==> config.mk <==
export PLATFORM = sky130hd
export DESIGN_NAME = alif_mul
export DESIGN_NICKNAME = d
export VERILOG_FILES = /design/src/alif_pkg.sv /design/src/alif_mul.sv
export SDC_FILE = /design/constraint.sdc
export NUM_CORES = 2
export LEC_CHECK = 0
export ABC_AREA = 1
export BUFFER_PORTS_ARGS = -buffer_cell sky130_fd_sc_hd__buf_2
export CAP_MARGIN = 15
export CORE_ASPECT_RATIO = 1.5
export CORE_MARGIN = 10
export CORE_UTILIZATION = 50
export CTS_CLUSTER_SIZE = 30
export DETAILED_ROUTE_END_ITERATION = 7
export GPL_TIMING_DRIVEN = 0
export PLACE_DENSITY = 0.78
export SYNTH_ARGS = -nofsm -noshare
export SYNTH_HDL_FRONTEND = slang
export SYNTH_SLANG_ARGS = --single-unit
==> constraint.sdc <==
create_clock -name clk_i -period 6.5 [get_ports clk_i]
set_clock_uncertainty 0.05 [all_clocks]
set_input_delay 0 -clock clk_i [delete_from_list [all_inputs] [get_ports clk_i]]
set_output_delay 0 -clock clk_i [all_outputs]
set_load 0.01 [all_outputs]
==> src/alif_pkg.sv <==
// Shared constants, codes and types for the adaptive LIF neuron step block.
// Used by the channel interfaces and by every module under src.
package alif_pkg;

  // Window of past potentials and the sample count that turns on homeostasis.
  localparam int unsigned WINDOW_LEN  = 100;
  localparam int unsigned MIN_SAMPLES = 10;
  localparam int unsigned PTR_W       = $clog2(WINDOW_LEN);
  localparam int unsigned FILL_W      = $clog2(WINDOW_LEN + 1);
  localparam int unsigned SUM_W       = 33 + $clog2(WINDOW_LEN);

  // Field and register widths.
  localparam int unsigned DATA_W     = 32;
  localparam int unsigned Q_W        = 31;
  localparam int unsigned LEAK_W     = 17;
  localparam int unsigned STEP_W     = 20;
  localparam int unsigned KICK_W     = 31;
  localparam int unsigned BASE_W     = 31;
  localparam int unsigned CFG_IDX_W  = 4;
  localparam int unsigned CFG_DATA_W = 32;

  // Q16.16 constants.
  localparam int unsigned FRAC        = 16;
  localparam int unsigned ONE_Q       = 65536;
  localparam int unsigned TENTH_Q     = 6554;
  localparam int unsigned HUNDREDTH_Q = 655;
  localparam logic [Q_W-1:0] MAX_Q    = {Q_W{1'b1}};

  // Register reset values.
  localparam int unsigned LEAK_RST = 6554;
  localparam int unsigned STEP_RST = 65536;
  localparam int unsigned KICK_RST = 6554;
  localparam int unsigned BASE_RST = 65536;

  // Shared multiplier: signed A x signed B, full product.
  localparam int unsigned MA_W  = 33;
  localparam int unsigned MB_W  = 24;
  localparam int unsigned MP_W  = MA_W + MB_W;
  localparam int unsigned PFL_W = MP_W - FRAC;          // product after floor shift
  localparam int unsigned SCL_W = LEAK_W + STEP_W - FRAC; // scaled rate*dt

  typedef enum logic [CFG_IDX_W-1:0] {
    CFG_LEAK       = 4'd0,
    CFG_TIME_STEP  = 4'd1,
    CFG_ADAPT_KICK = 4'd2,
    CFG_BASE_THR   = 4'd3
  } cfg_reg_e;

  typedef enum logic [3:0] {
    ST_IDLE,
    ST_LEAK_MUL,
    ST_LEAK_FAC,
    ST_POT_MUL,
    ST_POT_SUM,
    ST_FIRE,
    ST_DEC_MUL,
    ST_DEC_FAC,
    ST_ADAPT_MUL,
    ST_ADAPT,
    ST_DIV_WAIT,
    ST_ERR,
    ST_ERR_MUL,
    ST_THR,
    ST_BOUND,
    ST_OUT
  } state_e;

  typedef struct packed {
    logic                   en;
    logic signed [MA_W-1:0] a;
    logic signed [MB_W-1:0] b;
  } mul_req_t;

  typedef struct packed {
    logic                    start;
    logic signed [SUM_W-1:0] dividend;
    logic [FILL_W-1:0]       divisor;
  } div_req_t;

  typedef struct packed {
    logic                     busy;
    logic                     done;
    logic signed [DATA_W-1:0] quotient;
  } div_rsp_t;

  typedef struct packed {
    logic                     push;
    logic signed [DATA_W-1:0] value;
  } win_req_t;

  typedef struct packed {
    logic signed [SUM_W-1:0] sum;
    logic [FILL_W-1:0]       fill;
  } win_rsp_t;

endpackage

==> src/alif_mul.sv <==
// Shared signed multiplier with a registered product.
// Depends on alif_pkg for operand widths and the request struct.
module alif_mul import alif_pkg::*; (
  input  logic                   clk_i,
  input  logic                   rst_ni,
  input  mul_req_t               req_i,
  output logic signed [MP_W-1:0] prod_o
);

  logic signed [MP_W-1:0] a_ext;
  logic signed [MP_W-1:0] b_ext;
  logic signed [MP_W-1:0] prod_q;
  logic                   seen_q;

  assign a_ext  = MP_W'(req_i.a);
  assign b_ext  = MP_W'(req_i.b);
  assign prod_o = prod_q;

  always_ff @(posedge clk_i) begin
    if (req_i.en) begin
      prod_q <= a_ext * b_ext;
    end
  end

  // Track that a product was ever captured (for the check below).
  always_ff @(posedge clk_i or negedge rst_ni) begin
    if (!rst_ni) begin
      seen_q <= 1'b0;
    end else if (req_i.en) begin
      seen_q <= 1'b1;
    end
  end

  prod_known_a: assert property (@(posedge clk_i) disable iff (!rst_ni)
    req_i.en |=> seen_q)
    else $error("multiplier product not captured");

endmodule

==> metrics.md <==
| Metric | Value |
|---|---|
| YS warnings | `0` |
| Minimum clock period after layout | `6.414 ns` |
| Iter 0 DRT Violations | `about 2300` |
| Die Span X | `approximately 230 µm` |
| GRT met2 Usage | `0.5536` |
| CTS max path bufs | `2` |
| Die span in y | `around 330 µm` |
| DRC viols | `0` |
| DRT Pass-1 Iters | `8` |
| Post-Synthesis Cells | `4214` |
| Global route hottest layer | `met2` |
| Filler Cells Inserted | `6191` |
| Share of layout cells above drive strength 1 | `0.07970` |
| Total grt overflow | `0` |
| IO Pins | `between 100 and 150` |
| Post-synth top flop | `edfxtp_1` |
| Post-synth EDFFs | `57` |
| Most frequent cell after synthesis | `inv_1` |
| Critical path type | `in -> reg` |
| Maxcap violations | `0` |
| Pre-CTS setup slack | `-1.656 ns` |
| Placed instance count | `between 5000 and 6000` |
| Core footprint | `about 0.064 mm²` |
| Initial antenna violation count | `5` |
| Hpwl dp | `roughly 100000 µm` |
| Final setup fails | `0` |
| Worst Path Arrival | `6.43 ns` |
| Max reg flops | `57` |
| Status | `complete, no violations` |
| GR Util met3 | `0.05910` |
| Routed Antenna Nets | `0` |
| All-Layer GR Usage | `0.3289` |
| Clk root buf | `clkbuf_16` |
| DRT Wirelength | `between 100000 and 150000 µm` |
| Setup slack after layout | `around 0.086 ns` |
| Syn avg cell area | `7.660 µm²` |
| TritonCTS Buffers | `9` |
| Mapped Area | `between 0.03 and 0.04 mm²` |
| Crit. End Element | `flop` |
| Sinks on Clock Net | `57` |
| Synth async-reset ratio | `0` |
| Final Hold Fails | `0` |
| Via/cell ratio | `5.234` |
| Fmax | `around 160 MHz` |
| Max FO, Critical Path | `10` |
| CP Launch Type | `primary input` |
| Routed wire per std cell | `roughly 23 µm` |
| Syn nets | `about 5200` |
| Slew Viols, Final | `0` |
| Slew HR | `0.3980` |
| Area leader, netlist | `fa_1` |
| Final net count | `5341` |
| RSZ-0062 raised after global routing | `yes` |
| Vias in the first global route | `between 20000 and 30000` |
| H-tree depth | `3` |
| Top cells by count, synth | `inv_1 (1459), nand2_1 (1256), fa_1 (805)` |
| GP Congestion | `approximately 1.0` |
| Non-filler instance count after layout | `just over 5000` |
| Count of different cell masters after synthesis | `31` |
| Yosys reg bits | `57` |
| First-pass GRT wire length | `~180000 µm` |
| Area share of the leading cell type in the synthesized netlist | `0.4993` |
| Least-Margin Pin Slew | `approximately 0.9 ns` |
| Final period utilization | `0.9868` |
| Grt met1 use | `0.3500` |
| CTS clk-pin slew, worst paths | `around 0.05 ns` |
| Synthesis-to-layout area growth | `7.427%` |
| Die area | `0.07533 mm²` |
| Starting Density | `0.5029` |
| Sequential fraction of the synthesis area | `0.05303` |
| Synth top area cells | `fa_1 (50%), inv_1 (17%), nand2_1 (15%)` |
| CTS tree | `done` |
| Row count | `~110` |
| Hold Path Class | `in -> reg` |
| Largest net degree at the start of global routing | `58` |
| Port Buffers | `just over 90` |
| CP Data Required Time | `approximately 6.5 ns` |
| Via count | `roughly 27000` |
layout by cell type (no fill, tap or decap), drive strengths merged, types with 5 or more instances in the layout:
master     n
xnor2      5
a21oi     37
xor2      24
nand3     52
nand4     21
fa       805
nor2     133
inv     1462
nand2   1266
buf      129
edfxtp    57
or2        8
clkbuf   139
o21ai      6
o21bai     5
and2       6
nor3       7
ha       152
what timing repair did:
item / in CTS / in global routing
endpoints found under the hold margin: 0 / 0
setup endpoints to repair: 39 / 36
setup buffers: 1 / 6
hold buffers: 0 / 0
gates resized for setup: 149 / 175
pin swaps: 1 / 4
layout make-up:
cell class	count	area, µm²	share of cell area
buffer	160	945.9	0.02728
timing repair buffer	100	548.0	0.01580
clock buffer	9	225.2	0.006495
clock inverter	7	118.9	0.003428
tap	812	1016	0.02930
antenna	1	2.502	0.00007217
multi-input combinational	2533	24610	0.7098
inverter	1463	5495	0.1585
sequential	57	1712	0.04936
metal layers:
metal / part of all wire / up-vias
li1: - / 11655
met1: 0.32 / 13282
met2: 0.48 / 1449
met3: 0.083 / 519
met4: 0.12 / 6
met5: 0.00032 / -
kinds of logic after synthesis:
logic type,Yosys count,synth area share
AOI/OAI and AO/OA,52,0.008761
xor gates and xnor gates,29,0.007869
adders and majority gates,957,0.5582
buffers and inverters,1624,0.1889
DFF,57,0.05303
and+or+nand+nor,1495,0.1833
final timing paths:
kind | from | cells after the start | end
worst max-delay path | req_i[36] | 23 | prod_o[28]
worst min-delay path | req_i[0] | 3 | prod_o[0]
worst max-delay path, cell delays in order:
cell and delay, ns:
buf_2 0.23, buf_2 0.42, nand2_1 0.14, fa_1 0.55, fa_1 0.56, inv_1 0.06, fa_1 0.48, fa_1 0.62
fa_1 0.49, fa_1 0.52, inv_1 0.06, fa_1 0.61, inv_1 0.07, ha_1 0.41, nand2_1 0.16, nor2_2 0.19
nand2_2 0.13, nor2_2 0.17, nand2_1 0.08, nand3_2 0.17, nand2_1 0.09, nand3_1 0.07, nand2_1 0.12
through the flow:
step,hold slack (ns),setup TNS (ns),util,instance area [µm²]
2_1_floorplan,0.06250,0,-,32280
3_5_place_dp,0.3636,-41.25,0.5259,33750
4_1_cts,0.05613,0,0.5358,34390
3_3_place_gp,0.3646,-39.90,0.5259,33750
6_report,0.08173,0,0.5402,34670
5_1_grt,0.07387,-0.1015,0.5402,34670
Power is left out: the tool's default activity adds up to more than one toggle a clock period on the data nets, which glitch-free logic cannot reach.
