### src/alif_pkg.sv
// Shared constants, codes and types for the adaptive LIF neuron step block.
// Used by the channel interfaces and by every module under src.
package alif_pkg;

  // Window of past potentials and the sample count that turns on homeostasis.
  localparam int unsigned WINDOW_LEN  = 100;
  localparam int unsigned MIN_SAMPLES = 10;
  localparam int unsigned PTR_W       = $clog2(WINDOW_LEN);
  localparam int unsigned FILL_W      = $clog2(WINDOW_LEN + 1);
  localparam int unsigned SUM_W       = 33 + $clog2(WINDOW_LEN);

  // Field and register widths.
  localparam int unsigned DATA_W     = 32;
  localparam int unsigned Q_W        = 31;
  localparam int unsigned LEAK_W     = 17;
  localparam int unsigned STEP_W     = 20;
  localparam int unsigned KICK_W     = 31;
  localparam int unsigned BASE_W     = 31;
  localparam int unsigned CFG_IDX_W  = 4;
  localparam int unsigned CFG_DATA_W = 32;

  // Q16.16 constants.
  localparam int unsigned FRAC        = 16;
  localparam int unsigned ONE_Q       = 65536;
  localparam int unsigned TENTH_Q     = 6554;
  localparam int unsigned HUNDREDTH_Q = 655;
  localparam logic [Q_W-1:0] MAX_Q    = {Q_W{1'b1}};

  // Register reset values.
  localparam int unsigned LEAK_RST = 6554;
  localparam int unsigned STEP_RST = 65536;
  localparam int unsigned KICK_RST = 6554;
  localparam int unsigned BASE_RST = 65536;

  // Shared multiplier: signed A x signed B, full product.
  localparam int unsigned MA_W  = 33;
  localparam int unsigned MB_W  = 24;
  localparam int unsigned MP_W  = MA_W + MB_W;
  localparam int unsigned PFL_W = MP_W - FRAC;          // product after floor shift
  localparam int unsigned SCL_W = LEAK_W + STEP_W - FRAC; // scaled rate*dt

  typedef enum logic [CFG_IDX_W-1:0] {
    CFG_LEAK       = 4'd0,
    CFG_TIME_STEP  = 4'd1,
    CFG_ADAPT_KICK = 4'd2,
    CFG_BASE_THR   = 4'd3
  } cfg_reg_e;

  typedef enum logic [3:0] {
    ST_IDLE,
    ST_LEAK_MUL,
    ST_LEAK_FAC,
    ST_POT_MUL,
    ST_POT_SUM,
    ST_FIRE,
    ST_DEC_MUL,
    ST_DEC_FAC,
    ST_ADAPT_MUL,
    ST_ADAPT,
    ST_DIV_WAIT,
    ST_ERR,
    ST_ERR_MUL,
    ST_THR,
    ST_BOUND,
    ST_OUT
  } state_e;

  typedef struct packed {
    logic                   en;
    logic signed [MA_W-1:0] a;
    logic signed [MB_W-1:0] b;
  } mul_req_t;

  typedef struct packed {
    logic                    start;
    logic signed [SUM_W-1:0] dividend;
    logic [FILL_W-1:0]       divisor;
  } div_req_t;

  typedef struct packed {
    logic                     busy;
    logic                     done;
    logic signed [DATA_W-1:0] quotient;
  } div_rsp_t;

  typedef struct packed {
    logic                     push;
    logic signed [DATA_W-1:0] value;
  } win_req_t;

  typedef struct packed {
    logic signed [SUM_W-1:0] sum;
    logic [FILL_W-1:0]       fill;
  } win_rsp_t;

endpackage

### src/alif_win.sv
// Sliding window of recent potentials with running sum, fill count and pointer.
// Holds the window memory; depends on alif_pkg for depth and widths.
module alif_win import alif_pkg::*; (
  input  logic     clk_i,
  input  logic     rst_ni,
  input  win_req_t req_i,
  output win_rsp_t rsp_o
);

  logic signed [DATA_W-1:0] mem [WINDOW_LEN];
  logic signed [DATA_W-1:0] rd_q;
  logic [PTR_W-1:0]         ptr_q, ptr_d;
  logic [FILL_W-1:0]        fill_q, fill_d;
  logic signed [SUM_W-1:0]  sum_q, sum_d;
  logic                     full;

  // Read the oldest entry ahead of time; the pointer is settled long before a push.
  always_ff @(posedge clk_i) begin
    if (req_i.push) begin
      mem[ptr_q] <= req_i.value;
    end
    rd_q <= mem[ptr_q];
  end

  always_comb begin
    full   = (fill_q == FILL_W'(WINDOW_LEN));
    ptr_d  = ptr_q;
    fill_d = fill_q;
    sum_d  = sum_q;
    if (req_i.push) begin
      sum_d = sum_q + SUM_W'(req_i.value);
      if (full) begin
        sum_d = sum_q + SUM_W'(req_i.value) - SUM_W'(rd_q);
      end else begin
        fill_d = fill_q + 1'b1;
      end
      ptr_d = (ptr_q == PTR_W'(WINDOW_LEN - 1)) ? '0 : ptr_q + 1'b1;
    end
  end

  always_ff @(posedge clk_i or negedge rst_ni) begin
    if (!rst_ni) begin
      ptr_q  <= '0;
      fill_q <= '0;
      sum_q  <= '0;
    end else begin
      ptr_q  <= ptr_d;
      fill_q <= fill_d;
      sum_q  <= sum_d;
    end
  end

  assign rsp_o.sum  = sum_q;
  assign rsp_o.fill = fill_q;

  fill_bound_a: assert property (@(posedge clk_i) disable iff (!rst_ni)
    (fill_q <= FILL_W'(WINDOW_LEN)) && (!full || ptr_q < PTR_W'(WINDOW_LEN)))
    else $error("window fill or pointer out of range");

endmodule
### config.mk
export PLATFORM = sky130hd
export DESIGN_NAME = alif_win
export DESIGN_NICKNAME = d
export VERILOG_FILES = /design/src/alif_pkg.sv /design/src/alif_win.sv
export SDC_FILE = /design/constraint.sdc
export NUM_CORES = 2
export LEC_CHECK = 0
export ABC_AREA = 1
export BUFFER_PORTS_ARGS = -buffer_cell sky130_fd_sc_hd__clkbuf_2
export CAP_MARGIN = 10
export CORE_ASPECT_RATIO = 1.4
export CORE_UTILIZATION = 45
export DETAILED_ROUTE_END_ITERATION = 6
export SETUP_SLACK_MARGIN = 0.4
export SYNTH_ARGS = -nofsm -noshare
export SYNTH_HDL_FRONTEND = slang
export SYNTH_SLANG_ARGS = --single-unit
### constraint.sdc
create_clock -name clk_i -period 3.7 [get_ports clk_i]
set_input_delay 0.37 -clock clk_i [delete_from_list [all_inputs] [get_ports clk_i]]
set_output_delay 0.37 -clock clk_i [all_outputs]
set_load 0.02 [all_outputs]
==> impl_results.md <==
* Initial Utilization at 45.38%
* Number of synthesized register bits at 3286
* Area Growth Syn to Fin at 21.85%
* Synth Area in Compound Gates at 6.356%
* Achievable Freq at 285.3 MHz
* Setup violators final at 0
* Cells after Synth at 9497
* Count of final hold-check violations at 0
* Yosys warns at 0
* Worst-path cell chain: ha_4 -> buf_6 -> nand2_2 -> nor2_2 -> nand2_1 -> buf_6 -> nor2_4 -> nand3_2 -> buf_6 -> nand4_1 -> nand2_4 -> ha_4 -> buf_6 -> nand2_4 -> nor2_2 -> buf_4 -> nand2_1 -> nor3_2 -> nand2_2 -> nand2_1 -> nor2_1 -> nor2_1 -> nor2_1
* Startpoint Class: register
* H-tree depth at 5
* TritonRoute pass-1 iters at 7
* Share of layout cells above drive strength 1 at 21.51%
* Inserted Clock Buffers at 311
* GRT overflow at 0
* Starting DRT DRC Count at 11840
* Fin worst setup slack at 0.1945 ns
* Top_reg_cell synth: edfxtp_1
* Ys async rst share at 1.643%
* Clock Skews at 0.06440 ns
* CTS tree: yes
* CP Max Fanout at 3
* Commonest cells after routing, fill and taps aside: edfxtp_1 (3200), nand2_1 (2648), buf_4 (885)
* Clock-pin slew on the worst setup and hold paths at 0.07 ns
* Pwr per Cell Area at 793.0 nW/µm²
* Vias in the first global route at 81980
* Syn nets at 9615
* Most common cell after layout, fill and taps aside: edfxtp_1
* Largest net degree at the start of global routing at 77
* Input/output buffers at 81
* Sequential element share of the synthesized area at 76.88%
* Most used cell, CP: buf_6
* Final WL at 479200 µm
* Fin crit period at 3.505 ns
* # clock sinks at 3286
* Final Slew Violations at 0
* Status: complete, but fails checks
* Final nets at 10680
* Vias at 86740
* Max-Cap Viols at 0
* Synth Area in Simple Gates at 13.21%
* CP Data Arrival Time at 4.31 ns
* Longest Clk Path Bufs at 4
* Crit path capture type: register
* First-pass GRT wire length at 654600 µm
* Tcrit/Tclk final at 94.74%
* Top-level I/O count at 82
* Largest family of logic cells by synthesized area: simple AND/OR/NAND/NOR gates
* Hold Slack at 0.09413 ns
* Wire length per cell at 32.98 µm
* Failing checks: design-rule violations
* Post-DP HPWL at 310100 µm
* Rel. slew slack at 17.20%
* Die area at 285700 µm²
* Crit path buf inv count at 5
* GRT Overall Usage at 33.02%
* Required time worst endpoint at 4.51 ns
* Crit path max-delay family: simple AND/OR/NAND/NOR gates
* Root Buffer: clkbuf_16
* Kind of critical path: reg -> reg
* Rows at 230
* RSZ-0062 raised after global routing: true
* Core ar. at 281200 µm²
* Initial antenna violation count at 37
* CP max stage cell: dfrtp_2
* Vias per cell at 5.970
* Die extent in y at 632.0 µm
* Area of the multi-input gates at 30730 µm²
* Setup slack at placement at -0.6603 ns
* # DRC at 1
* Multiplexer share of the synthesized area at 0%
* ANT nets after route at 0
* Leakage Power at 53.70 nW
* Xor-xnor portion of the synthesized cell area at 0.2471%
* Clk_lat worst skew at 0.91 ns
* Hold Path Class: in -> reg
* Maximum vdd drop at 0.0005454 V
* Syn avg cell area at 13.43 µm²
* Final GP Congestion at 0.9826
* Sequential cell area at 98110 µm²
* Post-synth EDFFs at 3200
* Worst-Margin Slew at 1.242 ns
* CP peak stage delay at 0.50 ns
* Fillers at 22580
* Die X at 452.0 µm
* Post-Synth Adder-Cell Area at 0.8257%
* Distinct cell type count of the synthesized netlist at 47
* Synthesized cell area at 127600 µm²
[worst reg2reg max path: stages, from the launching register on]
cell     delay, ns
dfrtp_2       0.50
ha_4          0.31
buf_6         0.15
nand2_2       0.10
nor2_2        0.11
nand2_1       0.07
buf_6         0.16
nor2_4        0.13
nand3_2       0.10
buf_6         0.17
nand4_1       0.18
nand2_4       0.09
ha_4          0.31
buf_6         0.13
nand2_4       0.06
nor2_2        0.10
buf_4         0.12
nand2_1       0.10
nor3_2        0.18
nand2_2       0.08
nand2_1       0.08
nor2_1        0.04
nor2_1        0.10
nor2_1        0.05
[cells in the mapped netlist (54+ instances only)]
cell type	n	area share, %
edfxtp_1	3200	75
nand2_1	2818	8.3
nor2_1	509	1.5
nand4_1	405	2.0
o21ai_0	368	1.4
a22oi_1	335	2.0
inv_1	330	0.97
nand3_1	290	1.1
buf_2	239	0.94
a21oi_1	232	0.91
clkbuf_1	149	0.44
a22o_1	83	0.57
ha_1	81	0.79
a221oi_1	56	0.38
dfrtp_1	54	1.1
[flip-flops by register name (all words and copies together), names as in the netlist]
register and count:
ptr_q 7, rd_q 32, fill_q 7, sum_q 40, mem 3200
[through the flow]
stage	instance area, µm²	setup TNS (ns)	std cells	power (mW)	util, %
5_1_grt	155400	0	14520	126.7	55.28
3_5_place_dp	140700	-15.87	13830	81.83	50.03
6_report	155500	0	14530	123.3	55.30
2_1_floorplan	127600	0	9497	59.16	-
3_3_place_gp	140700	-15.85	13830	81.86	50.03
4_1_cts	153700	0	14460	119.0	54.65
[logic make-up (layout without fill, tap and decap cells)]
family	after synthesis	count (layout)
buffers and inverters	758	2059
DFF	3286	3286
adders and majority gates	83	83
xor gates and xnor gates	36	36
AOI/OAI and AO/OA	1254	1254
other	0	19
and+or+nand+nor	4080	4081
[worst paths after layout]
path,to,slack [ns],start,cells past startpoint
min,sum_q[0],0.09,req_i[0],4
max in group asynchronous,sum_q[25],2.52,rst_ni,3
min in group asynchronous,sum_q[23],0.23,rst_ni,2
min reg2reg,fill_q[5],0.52,fill_q[5],1
max,sum_q[36],0.19,sum_q[32],23
max reg2reg,sum_q[36],0.19,sum_q[32],23
[final cells by class]
cell class | count | share of cell area [%]
sequential | 3286 | 63.11
multi-input combinational | 5454 | 19.77
inverter | 340 | 0.8249
timing repair buffer | 1170 | 6.998
antenna | 19 | 0.03058
tap | 3712 | 2.987
clock inverter | 151 | 0.8579
clock buffer | 398 | 5.427
[report_power, final]
group	internal, mW	switching, mW
clock	17.7	13.9
combinational	18.5	30.6
sequential	41.9	0.717
[what timing repair did]
action / in CTS / in global routing
setup buffers: 73 / 50
endpoints found under the setup margin: 299 / 174
resized for setup: 618 / 335
pin swaps: 159 / 210
gates cloned: 1 / 1
hold buffers: 8 / 0
endpoints found under the hold margin: 50 / 0
[layer usage]
layer | up-vias | global-route usage [%] | part of all wire [%]
met2 | 4966 | 52.17 | 47
met3 | 1163 | 6.277 | 9.6
met1 | 43800 | 40.51 | 35
met4 | 18 | 24.33 | 8.9
met5 | - | 0 | 0.026
li1 | 36790 | - | -
Note: power is estimated with default switching activity, not from simulation.
