[src/alif_pkg.sv]
// Shared constants, codes and types for the adaptive LIF neuron step block.
// Used by the channel interfaces and by every module under src.
package alif_pkg;

  // Window of past potentials and the sample count that turns on homeostasis.
  localparam int unsigned WINDOW_LEN  = 100;
  localparam int unsigned MIN_SAMPLES = 10;
  localparam int unsigned PTR_W       = $clog2(WINDOW_LEN);
  localparam int unsigned FILL_W      = $clog2(WINDOW_LEN + 1);
  localparam int unsigned SUM_W       = 33 + $clog2(WINDOW_LEN);

  // Field and register widths.
  localparam int unsigned DATA_W     = 32;
  localparam int unsigned Q_W        = 31;
  localparam int unsigned LEAK_W     = 17;
  localparam int unsigned STEP_W     = 20;
  localparam int unsigned KICK_W     = 31;
  localparam int unsigned BASE_W     = 31;
  localparam int unsigned CFG_IDX_W  = 4;
  localparam int unsigned CFG_DATA_W = 32;

  // Q16.16 constants.
  localparam int unsigned FRAC        = 16;
  localparam int unsigned ONE_Q       = 65536;
  localparam int unsigned TENTH_Q     = 6554;
  localparam int unsigned HUNDREDTH_Q = 655;
  localparam logic [Q_W-1:0] MAX_Q    = {Q_W{1'b1}};

  // Register reset values.
  localparam int unsigned LEAK_RST = 6554;
  localparam int unsigned STEP_RST = 65536;
  localparam int unsigned KICK_RST = 6554;
  localparam int unsigned BASE_RST = 65536;

  // Shared multiplier: signed A x signed B, full product.
  localparam int unsigned MA_W  = 33;
  localparam int unsigned MB_W  = 24;
  localparam int unsigned MP_W  = MA_W + MB_W;
  localparam int unsigned PFL_W = MP_W - FRAC;          // product after floor shift
  localparam int unsigned SCL_W = LEAK_W + STEP_W - FRAC; // scaled rate*dt

  typedef enum logic [CFG_IDX_W-1:0] {
    CFG_LEAK       = 4'd0,
    CFG_TIME_STEP  = 4'd1,
    CFG_ADAPT_KICK = 4'd2,
    CFG_BASE_THR   = 4'd3
  } cfg_reg_e;

  typedef enum logic [3:0] {
    ST_IDLE,
    ST_LEAK_MUL,
    ST_LEAK_FAC,
    ST_POT_MUL,
    ST_POT_SUM,
    ST_FIRE,
    ST_DEC_MUL,
    ST_DEC_FAC,
    ST_ADAPT_MUL,
    ST_ADAPT,
    ST_DIV_WAIT,
    ST_ERR,
    ST_ERR_MUL,
    ST_THR,
    ST_BOUND,
    ST_OUT
  } state_e;

  typedef struct packed {
    logic                   en;
    logic signed [MA_W-1:0] a;
    logic signed [MB_W-1:0] b;
  } mul_req_t;

  typedef struct packed {
    logic                    start;
    logic signed [SUM_W-1:0] dividend;
    logic [FILL_W-1:0]       divisor;
  } div_req_t;

  typedef struct packed {
    logic                     busy;
    logic                     done;
    logic signed [DATA_W-1:0] quotient;
  } div_rsp_t;

  typedef struct packed {
    logic                     push;
    logic signed [DATA_W-1:0] value;
  } win_req_t;

  typedef struct packed {
    logic signed [SUM_W-1:0] sum;
    logic [FILL_W-1:0]       fill;
  } win_rsp_t;

endpackage

[src/alif_div.sv]
// Restoring divider, one quotient bit per cycle, truncating toward zero.
// Divides the signed window sum by the unsigned fill count; uses alif_pkg.
module alif_div import alif_pkg::*; (
  input  logic     clk_i,
  input  logic     rst_ni,
  input  div_req_t req_i,
  output div_rsp_t rsp_o
);

  localparam int unsigned CNT_W = $clog2(SUM_W + 1);

  logic [SUM_W-1:0]  quo_q, quo_d;
  logic [FILL_W-1:0] rem_q, rem_d;
  logic [FILL_W-1:0] dvs_q;
  logic              neg_q;
  logic              busy_q, busy_d;
  logic              done_q, done_d;
  logic [CNT_W-1:0]  cnt_q, cnt_d;
  logic [FILL_W:0]   trial;
  logic [FILL_W:0]   diff;
  logic              ge;
  logic [SUM_W-1:0]  quo_sgn;

  always_comb begin
    trial  = {rem_q, quo_q[SUM_W-1]};
    diff   = trial - {1'b0, dvs_q};
    ge     = (trial >= {1'b0, dvs_q});
    quo_d  = quo_q;
    rem_d  = rem_q;
    busy_d = busy_q;
    cnt_d  = cnt_q;
    done_d = 1'b0;
    if (req_i.start) begin
      // Work on the magnitude, fix the sign at the end.
      quo_d  = req_i.dividend[SUM_W-1] ? SUM_W'(-req_i.dividend) : SUM_W'(req_i.dividend);
      rem_d  = '0;
      cnt_d  = CNT_W'(SUM_W);
      busy_d = 1'b1;
    end else if (busy_q) begin
      quo_d = {quo_q[SUM_W-2:0], ge};
      rem_d = ge ? diff[FILL_W-1:0] : trial[FILL_W-1:0];
      cnt_d = cnt_q - 1'b1;
      if (cnt_q == CNT_W'(1)) begin
        busy_d = 1'b0;
        done_d = 1'b1;
      end
    end
    quo_sgn = neg_q ? (~quo_q + 1'b1) : quo_q;
  end

  assign rsp_o.busy     = busy_q;
  assign rsp_o.done     = done_q;
  assign rsp_o.quotient = $signed(quo_sgn[DATA_W-1:0]);

  always_ff @(posedge clk_i) begin
    quo_q <= quo_d;
    rem_q <= rem_d;
    if (req_i.start) begin
      dvs_q <= req_i.divisor;
      neg_q <= req_i.dividend[SUM_W-1];
    end
  end

  always_ff @(posedge clk_i or negedge rst_ni) begin
    if (!rst_ni) begin
      busy_q <= 1'b0;
      done_q <= 1'b0;
      cnt_q  <= '0;
    end else begin
      busy_q <= busy_d;
      done_q <= done_d;
      cnt_q  <= cnt_d;
    end
  end

  start_idle_a: assert property (@(posedge clk_i) disable iff (!rst_ni)
    req_i.start |-> !busy_q)
    else $error("divider restarted while busy");

  done_after_busy_a: assert property (@(posedge clk_i) disable iff (!rst_ni)
    done_q |-> ($past(busy_q) && !busy_q))
    else $error("divider done without a finished run");

endmodule

[config.mk]
export PLATFORM = sky130hd
export DESIGN_NAME = alif_div
export DESIGN_NICKNAME = d
export VERILOG_FILES = /design/src/alif_pkg.sv /design/src/alif_div.sv
export SDC_FILE = /design/constraint.sdc
export NUM_CORES = 1
export LEC_CHECK = 0
export BUFFER_PORTS_ARGS = -buffer_cell sky130_fd_sc_hd__buf_2
export CAP_MARGIN = 20
export CELL_PAD_IN_SITES_DETAIL_PLACEMENT = 0
export CELL_PAD_IN_SITES_GLOBAL_PLACEMENT = 2
export CORE_ASPECT_RATIO = 0.75
export CORE_MARGIN = 5
export CORE_UTILIZATION = 35
export CTS_CLUSTER_SIZE = 12
export DETAILED_ROUTE_END_ITERATION = 6
export PLACE_DENSITY = 0.84
export SETUP_SLACK_MARGIN = 0.2
export SLEW_MARGIN = 10
export SYNTH_ARGS = -nofsm -noshare
export SYNTH_HDL_FRONTEND = slang
export SYNTH_SLANG_ARGS = --single-unit
[constraint.sdc]
create_clock -name clk_i -period 2.9 [get_ports clk_i]
set_input_delay 0.145 -clock clk_i [delete_from_list [all_inputs] [get_ports clk_i]]
set_output_delay 0.145 -clock clk_i [all_outputs]
set_load 0.03 [all_outputs]
==> impl_metrics.py <==
metrics = {
    "floorplan": {
        "num_rows": 35,
        "die_area_um2": 15210,
        "die_h_um": 108.1,
        "ios": 84,
        "core-area_um2": 12440,
        "initial_core_util_pct": 36.08,
        "die_x_um": 140.7,
    },
    "placed_design": {
        "post-place-ws_ps": 422.6,
        "dp_hpwl_um": 8771,
        "place_congestion": 0.8061,
        "io_buffers": 83,
    },
    "power": {
        "powerDensity_nw_per_um2": 635.2,
        "peakVddDrop_uv": 296.8,
        "p_leak_nw": 2.163,
    },
    "grt": {
        "antenna_found_initial": 0,
        "grtUsageTotal_pct": 15.66,
        "grt_pass1_wl_um": 18890,
        "grt.overflow.total": 0,
        "grt_pass1_vias": 3602,
        "grt_max_degree": 44,
    },
    "routing": {
        "first_iter_violations": 192,
        "drc": 0,
        "post_drt_wl_per_cell_um": 16.26,
        "first_pass_iters": 5,
        "antenna_left": 0,
        "vias_per_cell": 5.216,
        "vias": 3860,
        "routed_wirelength_um": 12030,
    },
    "logic_synthesis": {
        "synth_cell_types": 52,
        "syn_area_per_cell_um2": 9.466,
        "synth_area_leader_cell": "edfxtp_1",
        "synthArstFlopShare_pct": 12.70,
        "synth_flop_cell": "edfxtp_1",
        "yosysSeqAreaShare_pct": 39.71,
        "syn_nets": 536,
        "synth_seq_cells": 63,
        "synth_edf_count": 48,
        "synth_area_um2": 4487,
        "synth.area.top_cells": "edfxtp_1 (32%), xnor2_1 (8.6%), xor2_1 (5.9%)",
        "ys_warn_count": 0,
        "synth_top_area_share_pct": 32.12,
        "synth_cells": 474,
    },
    "critical_path": {
        "cp_slowest_cell": "or4_4",
        "required_ps": 2760,
        "start_kind": "flip-flop",
        "r2r_end": "rem_q[1]",
        "path_max_fanout": 4,
        "cpPeakStageDelay_ps": 570,
        "crit_family": "simple AND/OR/NAND/NOR gates",
        "path_class": "flip-flop to primary output",
        "path_buf_inv": 1,
        "r2r_slack_ps": 590,
        "r2r_cells": 8,
        "worstPathCellList": "or4_4 > and4bb_4 > nand3_1 > o41ai_2 > xnor2_1 > buf_2",
        "end_kind": "primary output",
        "r2r_start": "quo_q[39]",
        "worstPathArrival_ps": 2460,
    },
    "timing": {
        "timing.final.hold_violations": 0,
        "fin_crit_sh_pct": 89.93,
        "slew_headroom_pct": 56.44,
        "fmax_ghz": 0.3835,
        "setup_ws_ps": 292.1,
        "rsz0062_at_grt": "false",
        "period_needed_ps": 2608,
        "setup-violations-final": 0,
        "worst_pin_slew_ps": 647.4,
        "finClkSkew_ps": 5.646,
        "maxSlewViolCount": 0,
        "tns_ps": 0,
    },
    "cts": {
        "cts_buffer_depth": 2,
        "cts_inserted_buffers": 9,
        "tritoncts": "done",
        "cts_root_buf": "clkbuf_16",
        "cts.htree.levels": 3,
        "clkSinkCount": 63,
        "clk_pin_slew_ps": 50,
        "worstSkewPairLatency_ps": 330,
    },
    "final_layout": {
        "finish.net_count": 631,
        "layout_commonest_cell": "buf_2",
        "diodes": 0,
        "drive_gt1_share_pct": 26.48,
        "layout.cells.most_common_list": "buf_2 (81), nor2_1 (54), edfxtp_1 (48)",
        "syn_to_final_growth_pct": 24.54,
    },
    "run_status": {
        "status": "finished clean",
    },
    "worst_hold_path": {
        "hp-class": "primary input to asynchronous set/reset pin",
    },
    "run": {
        "drv_cap": 0,
    },
}
## kinds of logic after synthesis
family | synth area share [%]
xor+xnor | 14.45
compound gates | 18.96
fa+ha+maj | 3.514
flops | 39.71
buf+inv | 4.183
simple gates | 17.23
mux | 1.952
## cells in the mapped netlist (2+ instances only)
cell	n
nor2_1	54
edfxtp_1	48
xnor2_1	44
a21oi_1	39
xor2_1	30
nand2_1	25
o21ai_0	22
clkbuf_1	20
inv_1	19
o31ai_1	17
nor4_1	15
ha_1	11
nor3_1	10
o41ai_1	9
dfrtp_1	8
dfxtp_1	7
nand2b_1	7
nand3_1	7
or4_1	7
mux2_2	6
o41ai_2	6
or3_1	6
a31oi_1	5
o21bai_1	5
a311oi_1	4
a41oi_1	4
or2_2	4
buf_4	3
or4_4	3
a211oi_1	2
and2_1	2
and3_1	2
mux2i_1	2
nand4_1	2
o21a_1	2
## worst register-to-register path, stage by stage, from the launching register on
cell and delay [ps]:
edfxtp_1 350, inv_1 50, ha_1 210, fa_1 400
nand2b_1 180, a21oi_1 220, o31a_1 400, nor3_1 80
o41ai_1 300
## sequential cells by signal, indices dropped and copies added, names as in the netlist
name / cells
busy_q: 1
cnt_q: 6
done_q: 1
dvs_q: 7
neg_q: 1
quo_q: 40
rem_q: 7
## where the power goes
group	leakage [nW]	switching (mW)	internal [mW]
registers	0.641	0.143	1.13
clock network	0.155	0.387	0.738
logic	1.37	0.682	0.467
## how the worst max path moves through the flow
| stage | startpoint | to | slack [ps] | cells after the start |
|---|---|---|---|---|
| CTS | quo_q[19] | rsp_o[29] | 220 | 6 |
| global placement | quo_q[12] | rsp_o[29] | 460 | 6 |
| floorplan | quo_q[12] | rsp_o[29] | 630 | 5 |
| finish | quo_q[13] | rsp_o[26] | 290 | 6 |
| global route | quo_q[13] | rsp_o[21] | 190 | 6 |
| detailed placement | quo_q[12] | rsp_o[29] | 420 | 6 |
## per-layer routing
| layer | track usage (%) | up-vias | part of all wire [%] |
|---|---|---|---|
| li1 | - | 1945 | - |
| met1 | 23.55 | 1795 | 51 |
| met2 | 21.86 | 103 | 41 |
| met3 | 3.669 | 17 | 6.5 |
| met4 | 5.187 | 0 | 1.4 |
| met5 | 0 | - | 0 |
## layout make-up
cell class | count | area (µm²)
fillers | 1236 | 6849
inverters | 20 | 75.07
well taps | 166 | 207.7
multi-input cells | 366 | 2576
repair buffers | 109 | 635.6
flip-flops and latches | 63 | 1782
clock inverters | 3 | 40.04
clock buffers | 13 | 271.5
## stage by stage
stage	hold WS (ps)	power (mW)	util [%]	area, µm²	std cells
floorplan	-150.6	2.069	-	4487	474
global placement	-2.841	2.381	40.78	5072	708
detailed placement	-1.610	2.394	40.78	5072	708
CTS	175.5	3.562	44.42	5524	735
global route	201.2	3.749	44.93	5588	740
finish	185.9	3.549	44.93	5588	740
## repair_timing
item / CTS / global route
pin swaps: 2 / 1
gates resized for setup: 7 / 8
setup buffers: 3 / 5
endpoints found under the hold margin: 15 / 0
hold buffers: 8 / 0
setup endpoints to repair: 7 / 12
No activity file was read; power rests on OpenSTA's default activity.
